`src/hdl/dive_log_record_decoder_top_macros.svh`:
```
// ----------------------------------------------------------------------------
// Dive log record decoder assertion macros
// Shared concurrent assertion forms, clocked on i_clk.
// ----------------------------------------------------------------------------
`ifndef DIVE_LOG_RECORD_DECODER_TOP_MACROS_SVH
`define DIVE_LOG_RECORD_DECODER_TOP_MACROS_SVH

// checked only out of reset
`define DLRD_ASSERT(lbl, prop, msg) \
    lbl: assert property (@(posedge i_clk) disable iff (!i_rst_n) prop) else $error(msg);

// checked at every edge, reset included
`define DLRD_ASSERT_ALWAYS(lbl, prop, msg) \
    lbl: assert property (@(posedge i_clk) prop) else $error(msg);

`endif

```
`src/hdl/dlrd_pkg.sv`:
```
// ----------------------------------------------------------------------------
// Dive log record decoder package
// Shared constants, result codes, types and the sample gather map.
// ----------------------------------------------------------------------------
package dlrd_pkg;

    localparam int GAS_ENTRIES_DEF  = 8;
    localparam int TANK_ENTRIES_DEF = 10;
    localparam int RECORD_BYTES_DEF = 64;

    localparam int BUF_AW  = 6;
    localparam int NGATHER = 38;

    localparam logic [6:0] MIN_REC  = 7'h2A;
    localparam logic [6:0] LONG_REC = 7'h40;

    localparam logic [1:0] CFG_HAS_TYPE  = 2'd0;
    localparam logic [1:0] CFG_HDR_SIZE  = 2'd1;
    localparam logic [1:0] CFG_REC_SIZE  = 2'd2;
    localparam logic [1:0] CFG_DECO_TIME = 2'd3;

    localparam logic [7:0] HDR_SIZE_RST = 8'd50;
    localparam logic [6:0] REC_SIZE_RST = 7'd42;

    localparam logic [4:0] K_TIME     = 5'd0;
    localparam logic [4:0] K_DEPTH    = 5'd1;
    localparam logic [4:0] K_TEMP     = 5'd2;
    localparam logic [4:0] K_SETPOINT = 5'd3;
    localparam logic [4:0] K_GAS      = 5'd4;
    localparam logic [4:0] K_DECO     = 5'd5;
    localparam logic [4:0] K_NDL      = 5'd6;
    localparam logic [4:0] K_CNS      = 5'd7;
    localparam logic [4:0] K_PRESSURE = 5'd8;
    localparam logic [4:0] K_LINKLOST = 5'd9;
    localparam logic [4:0] K_BEARING  = 5'd10;
    localparam logic [4:0] K_ERROR    = 5'd11;
    localparam logic [4:0] K_TOTALS   = 5'd12;
    localparam logic [4:0] K_SETTINGS = 5'd13;
    localparam logic [4:0] K_GASENT   = 5'd14;
    localparam logic [4:0] K_TANKENT  = 5'd15;
    localparam logic [4:0] K_LOCATION = 5'd16;

    localparam logic [3:0] E_TIME_BACK = 4'd1;
    localparam logic [3:0] E_GAS_FULL  = 4'd2;
    localparam logic [3:0] E_TANK_FULL = 4'd3;

    localparam logic [7:0] MODE_SCR = 8'd1;
    localparam logic [7:0] MODE_CCR = 8'd2;

    typedef struct packed {
        logic              we;
        logic [BUF_AW-1:0] addr;
        logic [7:0]        data;
    } t_buf_wr;

    typedef struct packed {
        logic [4:0]  kind;
        logic [3:0]  index;
        logic [31:0] value_a;
        logic [31:0] value_b;
        logic [31:0] value_c;
        logic        last;
    } t_res;

    // record byte address of gather slot k
    function automatic logic [BUF_AW-1:0] gaddr(input logic [5:0] k);
        logic [5:0] a;
        if (k <= 6'd9)       a = k + 6'd2;
        else if (k <= 6'd12) a = k + 6'd4;
        else if (k <= 6'd21) a = k + 6'd5;
        else if (k <= 6'd23) a = k + 6'd7;
        else                 a = k + 6'd16;
        return a;
    endfunction

    // gather slot of record byte address a
    function automatic logic [5:0] gidx(input logic [5:0] a);
        logic [5:0] k;
        if (a <= 6'd11)      k = a - 6'd2;
        else if (a <= 6'd16) k = a - 6'd4;
        else if (a <= 6'd26) k = a - 6'd5;
        else if (a <= 6'd30) k = a - 6'd7;
        else                 k = a - 6'd16;
        return k;
    endfunction

endpackage

```
`src/hdl/dlrd_rec_buf.sv`:
```
// ----------------------------------------------------------------------------
// Record buffer
// Single-port-write, single-read record byte memory, registered read data.
// ----------------------------------------------------------------------------
module dlrd_rec_buf #(
    parameter int RECORD_BYTES = dlrd_pkg::RECORD_BYTES_DEF
) (
    input  logic                      i_clk,
    input  dlrd_pkg::t_buf_wr         i_wr,
    input  logic [dlrd_pkg::BUF_AW-1:0] i_raddr,
    output logic [7:0]                o_rdata
);

    logic [7:0] r_mem [RECORD_BYTES];
    logic [7:0] r_rdata;

    always_ff @(posedge i_clk) begin
        if (i_wr.we) begin
            r_mem[i_wr.addr] <= i_wr.data;
        end
        r_rdata <= r_mem[i_raddr];
    end

    assign o_rdata = r_rdata;

endmodule

```
`config.mk`:
```
export PLATFORM = sky130hd
export DESIGN_NAME = dlrd_rec_buf
export DESIGN_NICKNAME = d
export VERILOG_FILES = /design/src/hdl/dive_log_record_decoder_top_macros.svh /design/src/hdl/dlrd_pkg.sv /design/src/hdl/dlrd_rec_buf.sv
export SDC_FILE = /design/constraint.sdc
export NUM_CORES = 1
export LEC_CHECK = 0
export ABC_AREA = 1
export BUFFER_PORTS_ARGS = -buffer_cell sky130_fd_sc_hd__buf_2
export CAP_MARGIN = 5
export CORE_MARGIN = 4
export CORE_UTILIZATION = 55
export DETAILED_ROUTE_END_ITERATION = 16
export PLACE_DENSITY = 0.73
export SLEW_MARGIN = 40
export SYNTH_ARGS = -nofsm -noshare
export SYNTH_HDL_FRONTEND = slang
export SYNTH_SLANG_ARGS = --single-unit
```
`constraint.sdc`:
```
create_clock -name i_clk -period 4.5 [get_ports i_clk]
set_clock_uncertainty 0.1 [all_clocks]
set_input_delay 0.9 -clock i_clk [delete_from_list [all_inputs] [get_ports i_clk]]
set_output_delay 0.9 -clock i_clk [all_outputs]
set_load 0.02 [all_outputs]
```
==> impl_metrics.prom <==
# TYPE chip_impl_metric gauge
chip_impl_metric{name="share_of_synthesized_area_occupied_by_flip_flops_and_latches",unit=""} 0.728
chip_impl_metric{name="clkSinkCount",unit=""} 520
chip_impl_metric{name="final_max_slew_viol_count",unit=""} 0
chip_impl_metric{name="die_h",unit="um"} 205
chip_impl_metric{name="chipWidth",unit="um"} 205
chip_impl_metric{name="final.setup.tns",unit="ns"} 0
chip_impl_info{name="tritoncts",value="done"} 1
chip_impl_metric{name="grtUsageTotal",unit=""} 0.246
chip_impl_metric{name="share_of_final_layout_standard_cells_stronger_than_drive_strength_1",unit=""} 0.0737
chip_impl_metric{name="synth_adder_area_share",unit=""} 0
chip_impl_metric{name="report.final.setup_viol",unit=""} 0
chip_impl_metric{name="timing.final.crit_period",unit="ns"} 2.82
chip_impl_info{name="cp-start-kind",value="primary input"} 1
chip_impl_info{name="hold_path_class",value="in2reg"} 1
chip_impl_metric{name="ctsLongestPathBuffers",unit=""} 3
chip_impl_metric{name="finalHoldViolations",unit=""} 0
chip_impl_metric{name="global_route_wire_length_before_repair",unit="um"} 79100
chip_impl_metric{name="ctsHtreeMaxLevel",unit=""} 2
chip_impl_metric{name="core_region",unit="um2"} 37900
chip_impl_metric{name="critPathMaxFanout",unit=""} 9
chip_impl_metric{name="post_synth_inst_count",unit=""} 1805
chip_impl_metric{name="yosys_warnings",unit=""} 0
chip_impl_metric{name="synth_cell_area",unit="um2"} 21300
chip_impl_metric{name="grt_overflow",unit=""} 0
chip_impl_metric{name="number_of_max_capacitance_violations_reported",unit=""} 0
chip_impl_info{name="outcome",value="complete, no violations"} 1
chip_impl_metric{name="drt_first_iter_violations",unit=""} 1823
chip_impl_metric{name="drt-pass1-iter-count",unit=""} 6
chip_impl_metric{name="nets_finish",unit=""} 1828
chip_impl_metric{name="timing.final.crit_share",unit=""} 0.627
chip_impl_metric{name="diodes",unit=""} 0
chip_impl_metric{name="route.antenna.remaining_nets",unit=""} 0
chip_impl_metric{name="yosys.area_share.xor_xnor",unit=""} 0
chip_impl_metric{name="port_buffers",unit=""} 29
chip_impl_metric{name="boundaryPins",unit=""} 30
chip_impl_metric{name="slew_headroom",unit=""} 0.410
chip_impl_metric{name="maximum_clock_frequency",unit="MHz"} 355
chip_impl_metric{name="synth.distinct_cells",unit=""} 16
chip_impl_metric{name="cts_resized",unit=""} 0
chip_impl_metric{name="detail_route.vias_per_cell",unit=""} 5.93
chip_impl_metric{name="tritoncts.num_buffers",unit=""} 50
chip_impl_metric{name="power_per_cell_area",unit="nW/um2"} 429
chip_impl_metric{name="cp_data_required_time",unit="ns"} 4.60
chip_impl_metric{name="initial_utilization",unit=""} 0.563
chip_impl_metric{name="post_cts.repair.setup_buffers",unit=""} 0
chip_impl_metric{name="latest_clock_arrival_within_the_worst_skew_pair",unit="ns"} 0.57
chip_impl_metric{name="p_leak",unit="nW"} 8.30
chip_impl_metric{name="hpwl",unit="um"} 29700
chip_impl_metric{name="synth.area.mux_share",unit=""} 0
chip_impl_metric{name="fin_util",unit=""} 0.612
chip_impl_metric{name="grt_antenna_before_repair",unit=""} 1
chip_impl_info{name="endpoint_kind",value="register"} 1
chip_impl_metric{name="fin_total_pwr",unit="mW"} 9.96
chip_impl_info{name="most_common_library_cell_in_the_layout_ignoring_fill_and_taps",value="sky130_fd_sc_hd__nand2_1"} 1
chip_impl_metric{name="drc_errors",unit=""} 0
chip_impl_metric{name="post_synth.cell_area_avg",unit="um2"} 11.8
chip_impl_info{name="critical_path_class",value="in2reg"} 1
chip_impl_metric{name="routed_wire_length_per_instance",unit="um"} 22.0
chip_impl_info{name="mostFrequentLayoutCells",value="648 x sky130_fd_sc_hd__nand2_1, 512 x sky130_fd_sc_hd__edfxtp_1, 439 x sky130_fd_sc_hd__nand3_1"} 1
chip_impl_metric{name="finalWirelength",unit="um"} 51800
chip_impl_metric{name="synthToLayoutAreaGrowth",unit="%"} 8.84
chip_impl_metric{name="number_of_global_route_vias_before_repair",unit=""} 13400
chip_impl_metric{name="cp.arrival",unit="ns"} 2.92
chip_impl_metric{name="clkSlewWorstSetupHoldPaths",unit="ns"} 0.07
chip_impl_metric{name="cts.hold.buffers_added",unit=""} 0
chip_impl_info{name="clockRootBuffer",value="sky130_fd_sc_hd__clkbuf_16"} 1
chip_impl_metric{name="gpl.final_weighted_congestion",unit=""} 0.907
chip_impl_metric{name="number_of_standard_cell_rows_in_the_floorplan",unit=""} 71
chip_impl_metric{name="largest_net_degree_at_the_start_of_global_routing",unit=""} 107
chip_impl_info{name="synth_top_family_by_area",value="simple AND/OR/NAND/NOR gates"} 1
chip_impl_metric{name="synthesis.nets",unit=""} 1827
chip_impl_metric{name="floorplan.die_area",unit="um2"} 42000
chip_impl_metric{name="peakVddDrop",unit="mV"} 0.331
chip_impl_metric{name="complex_gate_fraction_of_the_synthesized_area",unit=""} 0
chip_impl_metric{name="routed-via-count",unit=""} 14000
chip_impl_metric{name="synth.ff_latch_count",unit=""} 520
chip_impl_metric{name="post_synth_and_or_nand_nor_area_fraction",unit=""} 0.232
chip_impl_metric{name="worst_pin_slew",unit="ns"} 0.882
chip_impl_info{name="grt_setup_unrepaired",value="no"} 1
==> cell families after synthesis <==
kind of cell,Yosys count
buffers and inverters,125
DFF,520
and+or+nand+nor,1160
==> per-stage QoR <==
step	setup WS (ns)	hold WS [ns]	cell area [um2]	std cells
floorplan	1.73	0.622	21300	1805
global placement	1.15	0.708	21600	2264
detailed placement	1.12	0.717	21600	2264
CTS	1.69	0.583	23200	2356
global route	1.58	0.590	23200	2357
finish	1.68	0.609	23200	2357
==> final cells by class <==
cell class | instances | area [um2]
flip-flops and latches | 520 | 15500
repair buffers | 62 | 484
inverters | 12 | 55.1
multi-input cells | 1160 | 4980
well taps | 511 | 639
clock buffers | 73 | 1400
clock inverters | 19 | 133
fillers | 2940 | 14700
==> cell usage after synthesis (all sizes together) <==
cell | count | area, um2
nor2 | 56 | 210
clkbuf | 15 | 56.3
edfxtp | 512 | 15400
nand4 | 9 | 56.3
inv | 12 | 50.1
buf | 98 | 752
nor4 | 8 | 50.1
nand3 | 439 | 2200
dfxtp | 8 | 160
nand2 | 648 | 2430
==> metal layers <==
metal	wire, um	up-vias	track usage
li1	-	6354	-
met1	20300	6661	0.354
met2	24500	850	0.393
met3	5460	118	0.0424
met4	1500	2	0.0722
met5	13	-	0
==> critical path, cell delays in order <==
cell and delay [ns]:
sky130_fd_sc_hd__buf_2 0.16, sky130_fd_sc_hd__inv_1 0.21, sky130_fd_sc_hd__nand4_1 0.74, sky130_fd_sc_hd__nor2_1 0.90
==> registers in the layout, indices dropped and copies added (netlist names) <==
register / cells
o_rdata: 8
r_mem: 512
==> where the power goes <==
group / total [mW] / switching, mW / internal, mW
Sequential: 5.38 / 0.0170 / 5.36
Clock: 3.95 / 1.69 / 2.26
Combinational: 0.628 / 0.478 / 0.151
Total: 9.96 / 2.18 / 7.78
==> path summary, 6_finish.rpt <==
path,start,end,slack [ns],cells past startpoint
max,i_wr[8],r_mem[10][6]$_DFFE_PP_,1.68,4
min,i_raddr[5],o_rdata[7]$_DFF_P_,0.61,3
max reg2reg,r_mem[55][5]$_DFFE_PP_,o_rdata[5]$_DFF_P_,2.96,8
min reg2reg,r_mem[41][7]$_DFFE_PP_,o_rdata[7]$_DFF_P_,0.73,8
Note: power is estimated with default switching activity, not from simulation.
